## config.mk

```make
export PLATFORM = sky130hd
export DESIGN_NAME = qrs_div_cell
export DESIGN_NICKNAME = d
export VERILOG_FILES = /design/src/rtl/qrs_pkg.sv /design/src/rtl/qrs_div_cell.sv
export SDC_FILE = /design/constraint.sdc
export NUM_CORES = 1
export LEC_CHECK = 0
export BUFFER_PORTS_ARGS = -buffer_cell sky130_fd_sc_hd__buf_4
export CAP_MARGIN = 20
export CORE_AREA = 8 8 213 215
export DETAILED_ROUTE_END_ITERATION = 10
export DIE_AREA = 0 0 221 223
export MAX_ROUTING_LAYER = met4
export SYNTH_ARGS = -nofsm -noshare
export SYNTH_HDL_FRONTEND = slang
export SYNTH_SLANG_ARGS = --single-unit
```

## constraint.sdc

```tcl
create_clock -name i_clk -period 16.9 [get_ports i_clk]
set_input_delay 0 -clock i_clk [delete_from_list [all_inputs] [get_ports i_clk]]
set_output_delay 0 -clock i_clk [all_outputs]
set_load 0.02 [all_outputs]
```

## src/rtl/qrs_pkg.sv

```systemverilog
// Quadratic root solver: shared widths, root kind codes and pipeline item types.
// Depends on nothing; every other file imports it.
`timescale 1ns / 1ps
package qrs_pkg;
    localparam int COEF_WIDTH = 16;
    localparam int FRAC_BITS  = 16;
    localparam int OUT_W      = 40;

    localparam int CW     = COEF_WIDTH;
    localparam int PROD_W = 2 * CW;
    localparam int DISC_W = 2 * CW + 2;
    localparam int MAG_W  = 2 * CW + 1;
    localparam int SQRT_W = (MAG_W + 1) / 2;
    localparam int RAD_W  = 2 * SQRT_W;
    localparam int SREM_W = SQRT_W + 2;
    localparam int NUM_W  = ((CW > SQRT_W) ? CW : SQRT_W) + 1;
    localparam int NS_W   = NUM_W + FRAC_BITS;
    localparam int DEN_W  = CW + 1;
    localparam int SAT_W  = ((NS_W > OUT_W) ? NS_W : OUT_W) + 1;
    localparam int LANES  = 3;

    typedef enum logic [1:0] {
        KIND_DISTINCT   = 2'd0,
        KIND_EQUAL      = 2'd1,
        KIND_COMPLEX    = 2'd2,
        KIND_DEGENERATE = 2'd3
    } t_kind;

    typedef struct packed {
        logic                     valid;
        t_kind                    kind;
        logic signed [CW-1:0]     a;
        logic signed [CW-1:0]     b;
        logic [RAD_W-1:0]         rad;
        logic [SREM_W-1:0]        rem;
        logic [SQRT_W-1:0]        root;
    } t_sq_item;

    typedef struct packed {
        logic [NS_W-1:0]  num;
        logic [DEN_W-1:0] rem;
        logic [NS_W-1:0]  quo;
        logic             neg;
    } t_dv_lane;

    typedef struct packed {
        logic                 valid;
        t_kind                kind;
        logic [DEN_W-1:0]     den;
        t_dv_lane [LANES-1:0] lane;
    } t_dv_item;
endpackage

```

## src/rtl/qrs_div_cell.sv

```systemverilog
// Divider cell: settles one quotient bit per stage for all three root lanes.
// Depends on qrs_pkg.
`timescale 1ns / 1ps
module qrs_div_cell import qrs_pkg::*; (
    input  logic     i_clk,
    input  logic     i_rst_n,
    input  logic     i_en,
    input  t_dv_item i_item,
    output t_dv_item o_item
);
    t_dv_item n_item;
    t_dv_item r_item;

    always_comb begin
        logic [DEN_W:0] shifted;
        logic [DEN_W:0] diff;
        n_item = i_item;
        for (int k = 0; k < LANES; k++) begin
            shifted = {i_item.lane[k].rem, i_item.lane[k].num[NS_W-1]};
            diff    = shifted - {1'b0, i_item.den};
            n_item.lane[k].num = i_item.lane[k].num << 1;
            if (shifted >= {1'b0, i_item.den}) begin
                n_item.lane[k].rem = diff[DEN_W-1:0];
                n_item.lane[k].quo = {i_item.lane[k].quo[NS_W-2:0], 1'b1};
            end else begin
                n_item.lane[k].rem = shifted[DEN_W-1:0];
                n_item.lane[k].quo = {i_item.lane[k].quo[NS_W-2:0], 1'b0};
            end
        end
    end

    always_ff @(posedge i_clk) begin
        if (!i_rst_n) begin
            r_item.valid <= 1'b0;
        end else if (i_en) begin
            r_item <= n_item;
        end
    end

    assign o_item = r_item;
endmodule

```

==> flow_summary.toml <==
[run_status]
status = "complete, no violations"

[global_routing]
grt_overflow = 0
grt_usage_pct = 20.5
grt_max_degree = 183
grt_antenna_before_repair = 16
grt_pass1_wl_um = 72500
grt_pass1_vias = 10397

[timing]
slew_viol_final = 0
rsz0062_at_grt = "no"
worst_slew_pin_slew_ns = 1.01
setup_viol = 0
max_freq_mhz = 314
post-route-min-period_ns = 3.18
fin_skew_ns = 0
slew_headroom_pct = 33.0
finalHoldViolCount = 0
fin_crit_sh_pct = 18.8
setup_tns_ns = 0

[cts]
ctsHoldBuffers = 273
cts.path.max_buffers = 3
cts_buffers = 35
tritoncts = "done"
cts_setup_buffers = 0
cts.root.buffer_cell = "clkbuf_16"
ctsHtreeMaxLevel = 2
clk_pin_slew_ns = 0.05
clock_sinks = 275
clk_latency_ns = 0.52
post_cts_resized = 0

[critical_path]
cp_data_required_time_ns = 17.17
setup.worst_path.start_class = "primary input"
crit_type = "in -> reg"
crit_slowest_cell = "a41oi_2"
crit_chain = "dlygate4sd3_1 > buf_4 > inv_1 > ha_1 > inv_1 > fa_1 > a21oi_1 > o211ai_1 > a21oi_1 > o221ai_1 > a41oi_2 > buf_4 > mux2_2"
arrival_ns = 3.46
cp_slowest_stage_delay_ns = 0.59
cp_max_fo = 19
endpoint_kind = "flop"
cp_top_family = "compound AO/OA/AOI/OAI gates"
worst-path-buf-inv = 5

[drt]
drc_errors = 0
postRouteAntennaNets = 0
vias = 9770
via_per_inst = 4.51
wl_per_cell_um = 23.8
drt_wl_total_um = 51600
drtIter0Drc = 646
first_pass_iters = 5

[die]
rows = 76
boundaryPins = 559
start_util_pct = 27.1
core_um2 = 42300
dieHeight_um = 223
dieArea_um2 = 49300
die_w_um = 221

[yosys]
ys_seq_area_share_pct = 71.9
synth_area_leader_cell = "edfxtp_1"
yosysTopAreaCellShare_pct = 71.7
syn_area_per_cell_um2 = 15.8
synth-edff-count = 274
ys.warnings.count = 0
syn_inst = 727
ys_top_cells_by_area = "edfxtp_1 (72%), ha_1 (5.6%), o21ai_0 (2.1%)"
syn-cell-area_um2 = 11500
ys_types = 61
async_reset_ff_share_pct = 0
synthFlopType = "edfxtp_1"
synth_seq_cells = 275

[pwr]
power_frac_comb_pct = 21.6
p_sw_share_pct = 27.0
pwr-share-clk_pct = 36.3
leakagePower_nw = 8.43
ir_drop_mv = 0.0691
switchingPower_mw = 0.532
pwr-share-seq_pct = 42.1
power_density_nw_per_um2 = 97.8
p_int_mw = 1.44

[worst_hold_path]
min_path_type = "in -> reg"

[final_layout]
finalNonFillerCells = 2168
largest_reg_flops = 275
fillers = 3641
drive_above_1_share_pct = 39.8
layout_common_cells = "buf_4 (556), edfxtp_1 (274), dlygate4sd3_1 (273)"
final_common_cell = "buf_4"
nNetsFinal = 1917
multiInputGateArea_um2 = 3010
ff_latch_area_um2 = 8250
area_growth_pct = 75.6

[job]
maxCapViolations = 0

[placement]
place.gp.congestion = 0.913
dpl.hpwl_um = 39000
dp_cells = 1817
io_buffers = 552
[cell type report]
type                            instances  share of cell area [%]
Multi-Input combinational cell        402                    14.9
Clock buffer                           44                    4.62
Inverter                               37                   0.690
Timing Repair Buffer                  831                    34.5
Tap cell                              546                    3.39
Clock inverter                         16                   0.708
Sequential cell                       275                    41.0
Antenna cell                           17                   0.211
[cell usage after synthesis, types with 8 or more instances]
library cell / count
ha_1: 51
clkbuf_1: 9
nand3_1: 8
nor2_1: 16
a21o_1: 16
xnor2_1: 22
nand2_1: 57
o21ai_0: 48
a21oi_1: 40
edfxtp_1: 274
mux2_2: 13
xor2_1: 16
mux2_4: 8
o21a_1: 9
inv_1: 37
[path summary, 6_finish.rpt]
check | from | end | slack, ns | cells after the start
setup reg to reg | o_item[277] | o_item[277] | 15.74 | 3
hold reg to reg | o_item[277] | o_item[277] | 1.10 | 3
hold / removal | i_item[137] | o_item[131] | 0.08 | 4
setup / recovery | i_item[171] | o_item[122] | 13.72 | 13
[layer usage]
layer,vias up,wire length (um),GRT usage (%)
li1,4506,-,-
met1,4766,19100,21.3
met2,402,26300,35.4
met3,96,3360,5.79
met4,0,2820,10.8
met5,-,0,-
[worst register-to-register path: cells and delay by family, from the launching register on]
kind / cells / cell delay (ns)
simple gates: 1 / 0.06
flops: 1 / 0.32
mux: 1 / 0.12
buf+inv: 1 / 0.55
[through the flow]
step / instance area, um2 / utilization [%] / total power [mW] / worst slack [ns] / hold slack, ns
after floorplan: 11500 / - / 1.04 / 10.04 / 0.0989
after global placement: 16300 / 38.5 / 1.21 / 13.45 / 0.179
after detailed placement: 16300 / 38.5 / 1.21 / 13.44 / 0.179
after CTS: 20100 / 47.4 / 1.99 / 13.45 / 0.0435
after global routing: 20100 / 47.6 / 2.04 / 13.55 / 0.0863
final: 20100 / 47.6 / 1.97 / 13.72 / 0.0826
[power by group through the flow]
stage	Clock [mW]	Combinational [mW]	Sequential (mW)
finish	0.714	0.425	0.830
global route	0.760	0.450	0.834
CTS	0.736	0.428	0.829
detailed placement	0	0.368	0.842
global placement	0	0.365	0.842
floorplan	0	0.121	0.915
[cells by family after synthesis]
family | Yosys count | synth area share [%]
buf+inv | 52 | 2.02
simple gates | 121 | 4.94
mux | 24 | 2.59
flops | 275 | 71.9
compound gates | 162 | 9.52
xor+xnor | 38 | 2.90
other cells | 1 | 0.0327
fa+ha+maj | 54 | 6.09
No activity file was read; power rests on OpenSTA's default activity.
