## config.mk

```make
export PLATFORM = sky130hd
export DESIGN_NAME = qrs_sqrt_cell
export DESIGN_NICKNAME = d
export VERILOG_FILES = /design/src/rtl/qrs_pkg.sv /design/src/rtl/qrs_sqrt_cell.sv
export SDC_FILE = /design/constraint.sdc
export NUM_CORES = 1
export LEC_CHECK = 0
export CAP_MARGIN = 20
export CORE_ASPECT_RATIO = 1.5
export CORE_MARGIN = 3
export CORE_UTILIZATION = 30
export CTS_BUF_LIST = sky130_fd_sc_hd__clkbuf_4 sky130_fd_sc_hd__clkbuf_8
export DETAILED_ROUTE_END_ITERATION = 7
export DONT_BUFFER_PORTS = 1
export PLACE_DENSITY_LB_ADDON = 0.12
export SETUP_SLACK_MARGIN = 0.05
export SLEW_MARGIN = 20
export SYNTH_ARGS = -nofsm -noshare
export SYNTH_HDL_FRONTEND = slang
export SYNTH_SLANG_ARGS = --single-unit
```

## constraint.sdc

```tcl
create_clock -name i_clk -period 7.1 [get_ports i_clk]
set_input_delay 0.355 -clock i_clk [delete_from_list [all_inputs] [get_ports i_clk]]
set_output_delay 0.355 -clock i_clk [all_outputs]
set_load 0.01 [all_outputs]
```

## src/rtl/qrs_pkg.sv

```systemverilog
// Quadratic root solver: shared widths, root kind codes and pipeline item types.
// Depends on nothing; every other file imports it.
`timescale 1ns / 1ps
package qrs_pkg;
    localparam int COEF_WIDTH = 16;
    localparam int FRAC_BITS  = 16;
    localparam int OUT_W      = 40;

    localparam int CW     = COEF_WIDTH;
    localparam int PROD_W = 2 * CW;
    localparam int DISC_W = 2 * CW + 2;
    localparam int MAG_W  = 2 * CW + 1;
    localparam int SQRT_W = (MAG_W + 1) / 2;
    localparam int RAD_W  = 2 * SQRT_W;
    localparam int SREM_W = SQRT_W + 2;
    localparam int NUM_W  = ((CW > SQRT_W) ? CW : SQRT_W) + 1;
    localparam int NS_W   = NUM_W + FRAC_BITS;
    localparam int DEN_W  = CW + 1;
    localparam int SAT_W  = ((NS_W > OUT_W) ? NS_W : OUT_W) + 1;
    localparam int LANES  = 3;

    typedef enum logic [1:0] {
        KIND_DISTINCT   = 2'd0,
        KIND_EQUAL      = 2'd1,
        KIND_COMPLEX    = 2'd2,
        KIND_DEGENERATE = 2'd3
    } t_kind;

    typedef struct packed {
        logic                     valid;
        t_kind                    kind;
        logic signed [CW-1:0]     a;
        logic signed [CW-1:0]     b;
        logic [RAD_W-1:0]         rad;
        logic [SREM_W-1:0]        rem;
        logic [SQRT_W-1:0]        root;
    } t_sq_item;

    typedef struct packed {
        logic [NS_W-1:0]  num;
        logic [DEN_W-1:0] rem;
        logic [NS_W-1:0]  quo;
        logic             neg;
    } t_dv_lane;

    typedef struct packed {
        logic                 valid;
        t_kind                kind;
        logic [DEN_W-1:0]     den;
        t_dv_lane [LANES-1:0] lane;
    } t_dv_item;
endpackage

```

## src/rtl/qrs_sqrt_cell.sv

```systemverilog
// Square root cell: settles one root bit per stage from two radicand bits.
// Depends on qrs_pkg.
`timescale 1ns / 1ps
module qrs_sqrt_cell import qrs_pkg::*; (
    input  logic     i_clk,
    input  logic     i_rst_n,
    input  logic     i_en,
    input  t_sq_item i_item,
    output t_sq_item o_item
);
    t_sq_item n_item;
    t_sq_item r_item;

    always_comb begin
        logic [SREM_W-1:0] shifted;
        logic [SREM_W-1:0] trial;
        shifted    = {i_item.rem[SQRT_W-1:0], i_item.rad[RAD_W-1 -: 2]};
        trial      = {i_item.root, 2'b01};
        n_item     = i_item;
        n_item.rad = i_item.rad << 2;
        if (shifted >= trial) begin
            n_item.rem  = shifted - trial;
            n_item.root = {i_item.root[SQRT_W-2:0], 1'b1};
        end else begin
            n_item.rem  = shifted;
            n_item.root = {i_item.root[SQRT_W-2:0], 1'b0};
        end
    end

    always_ff @(posedge i_clk) begin
        if (!i_rst_n) begin
            r_item.valid <= 1'b0;
        end else if (i_en) begin
            r_item <= n_item;
        end
    end

    assign o_item = r_item;
endmodule

```

==> summary.txt <==
Timing
  – Layout Skew: 0 ns
  – Final Cycle Share: 36.1%
  – Slew @ Worst Pin: 0.830 ns
  – Clock period minus worst slack: 2.56 ns
  – Slew margin rel.: 44.7%
  – Finish-stage setup viols: 0
  – Max Freq: 390 MHz
  – Total Negative Setup Slacks: 0 ns
  – Final Slew Violations: 0
  – RSZ-0062 raised after global routing: no
  – Final hold viol count: 0

Synthesis
  – Synth Warn #: 0
  – Synth top area share: 66.9%
  – Sequential share of the synthesized area: 67.3%
  – Dominant cell type by area after synthesis: edfxtp_1
  – Ys async rst share: 0%
  – Syn avg cell area: 15.3 um^2
  – Top_reg_cell synth: edfxtp_1
  – Post-synth EDFFs: 102
  – Synth Register Bits: 103
  – Distinct cells, synth: 51
  – Gate Count Post-Synth: 300
  – Mapped cell area: 4580 um^2
  – Synth area leaders: edfxtp_1 (67%), ha_1 (5.2%), xnor2_1 (2.1%)

Power
  – Comb pwr share: 12.1%
  – Peak supply drop: 0.0000992 V
  – P_int: 928 uW
  – Power share of the clock group: 27.6%
  – Flop pwr share: 60.3%
  – Switch Pwr: 340 uW
  – Cell leakage power: 0.00173 uW
  – Net Sw Frac: 26.8%
  – Pwr Density: 257 nW/um^2

Finish
  – Area Growth Syn to Fin: 7.68%
  – # nets final: 429
  – FF/Latch Area: 3080 um^2
  – Area occupied by multi-input gates: 1310 um^2
  – Most common cell after layout, fill and taps aside: edfxtp_1
  – Final instance area: 4930 um^2
  – Fraction of layout cells with a size suffix above 1: 13.4%
  – Most frequent cells in the layout: edfxtp_1 (102), inv_1 (24), ha_1 (19)
  – # diodes: 0
  – Largest register FFs: 103
  – # fillers: 1496

Drt
  – Final WL: 10800 um
  – Wire length per cell: 21.6 um
  – Drt pass-1 iters: 4
  – # DRC: 0
  – Via count: 2476
  – Routed Antenna Nets: 0
  – Drt via density: 4.92
  – Initial DRC Count: 99

Die
  – Core Area: 14700 um^2
  – Die H: 157 um
  – # IOs: 213
  – Row cnt: 54
  – Die width: 107 um
  – Die area: 16800 um^2
  – Starting Density: 31.1%

Clock tree
  – Clk root buf: clkbuf_8
  – Max clock buf depth: 2
  – Postcts setup bufs: 0
  – Clock sink count: 103
  – CTS buffer count: 9
  – CTS resizes: 0
  – Clock Latency Late Sink: 0.36 ns
  – CTS tree: yes
  – Clock transition at the registers of the reported paths: 0.11 ns
  – H-Tree Depth: 3
  – Post-CTS Hold Fix Bufs: 0

Status
  – Status: finished clean

Worst setup path
  – Crit end category: register
  – CP arrival: 2.67 ns
  – CP Launch Type: primary input
  – Crit Path Max Fanout: 18
  – CP cell instances: inv_1, ha_1, and4_4, nand2_1, o31ai_1, a21oi_1, o21a_4, inv_8, mux2_2
  – Slowest-stage cell, CP: o31ai_1
  – CP peak stage delay: 0.50 ns
  – Required time of the critical path: 7.21 ns
  – Setup CP Type: primary input to register

Global routing
  – Total track usage: 12.4%
  – Largest net degree at the start of global routing: 70
  – Gr ovfl total: 0
  – First-pass GRT wire length: 15300 um
  – Initial antenna violation count: 0
  – Vias in the first global route: 2504

Place
  – DP HPWL: 8610 um
  – RePlAce Congestion: 0.803
  – Dpl cell area: 4750 um^2
  – Buffers added on ports: 0

Flow run
  – Max Cap Viol: 0

Hold path
  – Hold WC Path Type: primary input to register
==> cell families (layout without fill, tap and decap cells) <==
kind of cell	after synthesis	in the layout	synth area share [%]
buf+inv	36	42	4.23
simple gates	44	44	4.94
compound gates	66	66	11.0
fa+ha+maj	19	19	5.19
mux	18	18	4.81
xor+xnor	13	13	2.49
other cells	1	2	0.0819
flops	103	103	67.3
==> worst max-delay path: cells and delay by family <==
kind,cells,cell delay (ns)
adder cells (fa/ha/maj),1,0.48
buffers and inverters,2,0.17
AO/OA/AOI/OAI,3,0.86
AND/OR/NAND/NOR,2,0.42
multiplexers,1,0.36
==> power groups by stage <==
| stage | Combinational, uW | Sequential, uW | Clock (uW) |
|---|---|---|---|
| floorplan | 130 | 773 | 0 |
| global placement | 156 | 782 | 0 |
| detailed placement | 156 | 781 | 0 |
| CTS | 157 | 767 | 372 |
| global route | 173 | 770 | 393 |
| finish | 154 | 765 | 349 |
==> per-stage QoR <==
| stage | total power (uW) | hold WS, ns | setup slack, ns | instances | util, % |
|---|---|---|---|---|---|
| finish | 1270 | 0.0777 | 4.54 | 503 | 33.5 |
| global route | 1340 | 0.0387 | 4.44 | 503 | 33.5 |
| CTS | 1300 | 0.0416 | 4.55 | 503 | 33.5 |
| detailed placement | 937 | 0.454 | 4.15 | 487 | 32.2 |
| global placement | 937 | 0.454 | 4.17 | 487 | 32.2 |
| floorplan | 903 | 0.454 | 3.92 | 301 | - |
==> path summary, 6_finish.rpt <==
path                from           to  slack, ns  depth (start not counted)
max            i_item[8]   o_item[25]       4.54                          9
min           i_item[10]   o_item[11]       0.08                          0
max reg2reg  o_item[104]  o_item[104]       6.43                          2
min reg2reg  o_item[104]  o_item[104]       0.59                          2
==> cells in the mapped netlist (all sizes together), types with 7 or more instances <==
| master | n |
|---|---|
| edfxtp | 102 |
| nand2 | 11 |
| o21a | 8 |
| o211ai | 7 |
| o21ai | 8 |
| ha | 19 |
| xnor2 | 11 |
| mux2 | 14 |
| buf | 8 |
| a21oi | 15 |
| nor2 | 11 |
| inv | 25 |
==> per-layer routing <==
layer,up-vias,global-route usage [%],share of wire (%)
li1,1139,-,-
met1,1191,11.5,34
met2,139,23.6,55
met3,7,6.03,9.9
met4,0,3.47,1.1
met5,-,0,0
==> layout make-up <==
cell class / instances / share of cell area [%]
Multi-Input combinational cell: 162 / 26.6
Inverter: 25 / 2.05
Sequential cell: 103 / 62.5
Clock buffer: 10 / 2.66
Tap cell: 196 / 4.97
Clock inverter: 6 / 1.09
Timing Repair Buffer: 1 / 0.152
Power figures use the tool's default switching activity.
