$ cat src/rtl/qrs_pkg.sv
// Quadratic root solver: shared widths, root kind codes and pipeline item types.
// Depends on nothing; every other file imports it.
`timescale 1ns / 1ps
package qrs_pkg;
    localparam int COEF_WIDTH = 16;
    localparam int FRAC_BITS  = 16;
    localparam int OUT_W      = 40;

    localparam int CW     = COEF_WIDTH;
    localparam int PROD_W = 2 * CW;
    localparam int DISC_W = 2 * CW + 2;
    localparam int MAG_W  = 2 * CW + 1;
    localparam int SQRT_W = (MAG_W + 1) / 2;
    localparam int RAD_W  = 2 * SQRT_W;
    localparam int SREM_W = SQRT_W + 2;
    localparam int NUM_W  = ((CW > SQRT_W) ? CW : SQRT_W) + 1;
    localparam int NS_W   = NUM_W + FRAC_BITS;
    localparam int DEN_W  = CW + 1;
    localparam int SAT_W  = ((NS_W > OUT_W) ? NS_W : OUT_W) + 1;
    localparam int LANES  = 3;

    typedef enum logic [1:0] {
        KIND_DISTINCT   = 2'd0,
        KIND_EQUAL      = 2'd1,
        KIND_COMPLEX    = 2'd2,
        KIND_DEGENERATE = 2'd3
    } t_kind;

    typedef struct packed {
        logic                     valid;
        t_kind                    kind;
        logic signed [CW-1:0]     a;
        logic signed [CW-1:0]     b;
        logic [RAD_W-1:0]         rad;
        logic [SREM_W-1:0]        rem;
        logic [SQRT_W-1:0]        root;
    } t_sq_item;

    typedef struct packed {
        logic [NS_W-1:0]  num;
        logic [DEN_W-1:0] rem;
        logic [NS_W-1:0]  quo;
        logic             neg;
    } t_dv_lane;

    typedef struct packed {
        logic                 valid;
        t_kind                kind;
        logic [DEN_W-1:0]     den;
        t_dv_lane [LANES-1:0] lane;
    } t_dv_item;
endpackage

$ cat src/rtl/qrs_front.sv
// Front end: coefficient products, discriminant and root kind.
// Depends on qrs_pkg.
`timescale 1ns / 1ps
module qrs_front import qrs_pkg::*; (
    input  logic                 i_clk,
    input  logic                 i_rst_n,
    input  logic                 i_en,
    input  logic                 i_valid,
    input  logic signed [CW-1:0] i_a,
    input  logic signed [CW-1:0] i_b,
    input  logic signed [CW-1:0] i_c,
    output t_sq_item             o_item
);
    logic                     r_valid;
    logic signed [CW-1:0]     r_a;
    logic signed [CW-1:0]     r_b;
    logic signed [PROD_W-1:0] r_bb;
    logic signed [PROD_W-1:0] r_ac;
    logic signed [DISC_W-1:0] w_disc;
    t_sq_item                 n_item;
    t_sq_item                 r_item;

    always_ff @(posedge i_clk) begin
        if (!i_rst_n) begin
            r_valid <= 1'b0;
        end else if (i_en) begin
            r_valid <= i_valid;
        end
        if (i_en) begin
            r_a  <= i_a;
            r_b  <= i_b;
            r_bb <= PROD_W'(i_b) * PROD_W'(i_b);
            r_ac <= PROD_W'(i_a) * PROD_W'(i_c);
        end
    end

    assign w_disc = DISC_W'(r_bb) - (DISC_W'(r_ac) <<< 2);

    always_comb begin
        logic [DISC_W-1:0] mag;
        mag          = w_disc[DISC_W-1] ? DISC_W'(-w_disc) : DISC_W'(w_disc);
        n_item       = '0;
        n_item.valid = r_valid;
        n_item.a     = r_a;
        n_item.b     = r_b;
        n_item.rad   = RAD_W'(mag[MAG_W-1:0]);
        if (r_a == '0) begin
            n_item.kind = KIND_DEGENERATE;
        end else if (w_disc[DISC_W-1]) begin
            n_item.kind = KIND_COMPLEX;
        end else if (w_disc == '0) begin
            n_item.kind = KIND_EQUAL;
        end else begin
            n_item.kind = KIND_DISTINCT;
        end
    end

    always_ff @(posedge i_clk) begin
        if (!i_rst_n) begin
            r_item.valid <= 1'b0;
        end else if (i_en) begin
            r_item <= n_item;
        end
    end

    assign o_item = r_item;
endmodule

$ cat config.mk
export PLATFORM = sky130hd
export DESIGN_NAME = qrs_front
export DESIGN_NICKNAME = d
export VERILOG_FILES = /design/src/rtl/qrs_pkg.sv /design/src/rtl/qrs_front.sv
export SDC_FILE = /design/constraint.sdc
export NUM_CORES = 2
export LEC_CHECK = 0
export BUFFER_PORTS_ARGS = -buffer_cell sky130_fd_sc_hd__clkbuf_2
export CORE_MARGIN = 10
export CORE_UTILIZATION = 40
export DETAILED_ROUTE_END_ITERATION = 12
export PLACE_DENSITY = 0.61
export SLEW_MARGIN = 20
export SYNTH_ARGS = -nofsm -noshare
export SYNTH_HDL_FRONTEND = slang
export SYNTH_SLANG_ARGS = --single-unit
$ cat constraint.sdc
create_clock -name i_clk -period 6.6 [get_ports i_clk]
set_input_delay 0.33 -clock i_clk [delete_from_list [all_inputs] [get_ports i_clk]]
set_output_delay 0.33 -clock i_clk [all_outputs]
set_load 0.01 [all_outputs]
==> impl.org <==
** Run status
- Outcome :: finished, final reports clean

** Final layout
- 0 antenna diodes ended up in the layout.
- Proportion of layout cells with a drive suffix above 1 :: 0.0875
- Multi-input gate area :: 18900 um^2
- Leading cell type in the layout, fill and taps excluded :: inv_1
- Register Area :: 4840 um^2
- # fillers :: ~6.3k
- Post-layout nets :: between 3k and 4k
- Area Overhead vs Synth :: 9.20%
- The library cells used most frequently in the layout, excluding fill and tap cells, are inv_1, fa_1, nand2_1.

** Worst setup path
- STA puts the critical path data required time at 6830 ps.
- The critical path starts at i_c[4].
- In this run the worst path has a maximum fanout of 11.
- In this run the critical register-to-register path is launched from r_bb[2]$_DFFE_PP_.
- Worst setup path class :: in2reg
- Crit path capture type :: register
- Startpoint kind of the worst setup timing path :: primary input
- WP data arrival :: ~6300 ps

** Logic synthesis
- Synthesized area :: 26600 um^2
- The synthesized design spends more area on one cell type than any other, namely fa_1.
- Portion of the post-synthesis area used by sequential elements :: 0.182
- Yosys warns :: 0
- Counting distinct cell types in the post-synthesis netlist gives 67.
- Synth Area per Inst :: 9.94 um^2
- Number of standard cells after synthesis :: about 2.7k
- By area the synthesized netlist is led by fa_1, edfxtp_1, ha_1, inv_1, and2_1.
- In this run, synthesis produced a sequential element count of 162.
- Count of flip-flops with a built-in enable after synthesis :: 160
- Async set-reset flop share out of synthesis :: 0
- In the synthesized netlist the dominant register cell turns out to be edfxtp_1.
- Area share of the leading cell type in the synthesized netlist :: 0.376

** Drt
- Drc violations :: 0
- Detailed Route Iter0 Violations :: 952
- Dividing the detail-routed via count by the number of cells gives approximately 5.0.
- Number of nets still failing antenna checks after routing :: 0
- Wirelength per Cell :: 16.5 um
- Number of vias after detailed routing :: 18.5k
- Overall routed net length :: 60900 um
- The pre-antenna-repair detailed-routing pass consisted of 6 iterations.

** STA
- Post-layout min period :: about 6000 ps
- Clock tree skew after final layout :: ~13 ps
- In the final timing run, aggregate negative setup slack is 0 ps.
- Max Clk Rate :: 0.166 GHz
- The total count of hold-check failures in the final report came to 0.
- The max-slew violation total from the final report came to 0.
- Unrepaired setup endpoints after global routing :: false
- Transition time of the tightest slew-check pin :: 1020 ps
- Post-route fraction of the period consumed by the critical path :: 0.916
- Headroom to the max-slew limit :: 0.320
- Setup violations remaining at the end of the flow were counted as 0.

** Global route
- The via count of the first global-routing pass came to 20.7k.
- Overall fraction of global-route tracks in use :: 0.166
- The first global-routing pass estimated 103000 um of wire.
- Remaining global-route overflow :: 0
- The initial antenna violation count was 1.
- Pin count of the biggest net entering global routing :: 67

** Clock tree
- No sink is reached through more buffers than the 2 on the longest clock path.
- Hold-fix buffers, CTS :: 0
- H-tree depth reported by CTS :: 4
- Clock-pin slew was measured on the worst setup and hold paths at 70 ps.
- The cell sitting at the root of the clock tree is a clkbuf_16.
- In this run, CTS created clock tree buffers numbering 17.
- CTS sink count :: 162
- Clock tree from TritonCTS :: built
- Resized cells post-CTS :: 0
- Clock insertion delay at the later pin of the skew report :: around 480 ps
- Buffers added to address setup during post-CTS repair amount to 0.

** Worst hold path
- Hold WC Path Type :: in2reg
- Worst Hold Launch :: i_valid

** Placement
- Routability Congestion :: 0.892
- Port Buffer Count :: 119
- After legalization and detailed placement, the total HPWL measured 51900 um.

** Floorplanning
- Std cell rows :: 94
- For this design the top-level I/O count stands at 157.
- Placeable core region :: 65900 um^2
- Starting Density :: 0.404
- Die H :: 278 um
- Total Die Area :: 77200 um^2
- From left edge to right edge, the die measures 278 um.

** Flow run
- Max-Cap Viols :: 0
-- Yosys cell counts (5+ instances only) --
cell,instances
a211oi_1,7
a21o_1,50
a21oi_1,80
a31o_2,7
a31oi_1,10
and2_1,173
and3_1,13
buf_4,38
clkbuf_1,69
edfxtp_1,160
fa_1,499
ha_1,201
inv_1,653
nand2_1,232
nand2b_1,17
nand3_1,21
nand4_1,10
nor2_1,94
nor2b_1,9
nor3_1,16
nor4_1,8
o211ai_1,11
o21a_1,12
o21ai_0,46
o21ai_1,5
o21bai_1,12
o41ai_1,5
or3_1,8
xnor2_1,97
xor2_1,33
-- layout make-up --
| cell class | count | area share |
|---|---|---|
| Sequential cell | 162 | 0.167 |
| Multi-Input combinational cell | 1788 | 0.650 |
| Clock inverter | 15 | 0.00491 |
| Clock buffer | 17 | 0.0146 |
| Inverter | 653 | 0.0844 |
| Timing Repair Buffer | 200 | 0.0415 |
| Tap cell | 864 | 0.0372 |
-- cells by family (layout without fill, tap and decap cells) --
| family | after synthesis | in the layout | share of synthesized area |
|---|---|---|---|
| AO/OA/AOI/OAI | 294 | 294 | 0.0738 |
| other | 1 | 37 | 0.000141 |
| adder cells (fa/ha/maj) | 700 | 700 | 0.470 |
| AND/OR/NAND/NOR | 623 | 623 | 0.116 |
| buffers and inverters | 762 | 885 | 0.113 |
| flip-flops | 162 | 162 | 0.182 |
| XOR/XNOR | 130 | 130 | 0.0428 |
| multiplexers | 4 | 4 | 0.00151 |
-- sequential cells by signal, indices dropped and copies added, names as in the netlist --
signal	cells
r_bb	30
r_valid	1
r_a	16
r_ac	32
r_b	16
o_item	67
-- stage by stage --
stage / hold WS [ps] / setup WS (ps) / cells / util / cell area, um^2
3_3_place_gp: 405 / 159 / 3667 / 0.432 / 28500
5_1_grt: 128 / 233 / 3699 / 0.441 / 29000
4_1_cts: 75.4 / 577 / 3699 / 0.441 / 29000
2_1_floorplan: 400 / 384 / 2712 / - / 26700
3_5_place_dp: 408 / 56.9 / 3667 / 0.432 / 28500
6_report: 120 / 558 / 3699 / 0.441 / 29000
-- worst paths after layout --
kind	endpoint	slack, ps	depth (start not counted)
max	r_ac[23]$_DFFE_PP_	560	23
min	r_valid$_SDFFE_PN0P_	120	3
max reg2reg	o_item[67]$_DFFE_PP_	2170	14
min reg2reg	o_item[84]$_DFFE_PP_	420	0
-- worst max-delay path: stages --
cell and delay, ps:
clkbuf_2 170, and2_1 220, fa_1 550, inv_1 50, fa_1 460, fa_1 540
inv_1 60, fa_1 490, fa_1 490, inv_1 50, fa_1 470, inv_1 40
ha_1 280, a21o_1 150, a21o_1 190, a2111oi_0 370, a21boi_0 350, o41ai_1 140
buf_4 170, a31o_2 270, a21o_1 170, a21oi_1 170, xnor2_1 80
-- routing by layer --
layer	share of wire	vias to the layer above	track usage
met2	0.50	477	0.280
met3	0.061	112	0.0392
met4	0.030	2	0.0613
met5	0.00021	-	0
met1	0.41	9423	0.204
li1	-	8490	-
Power is left out: the tool's default activity adds up to more than one toggle a clock period on the data nets, which glitch-free logic cannot reach.
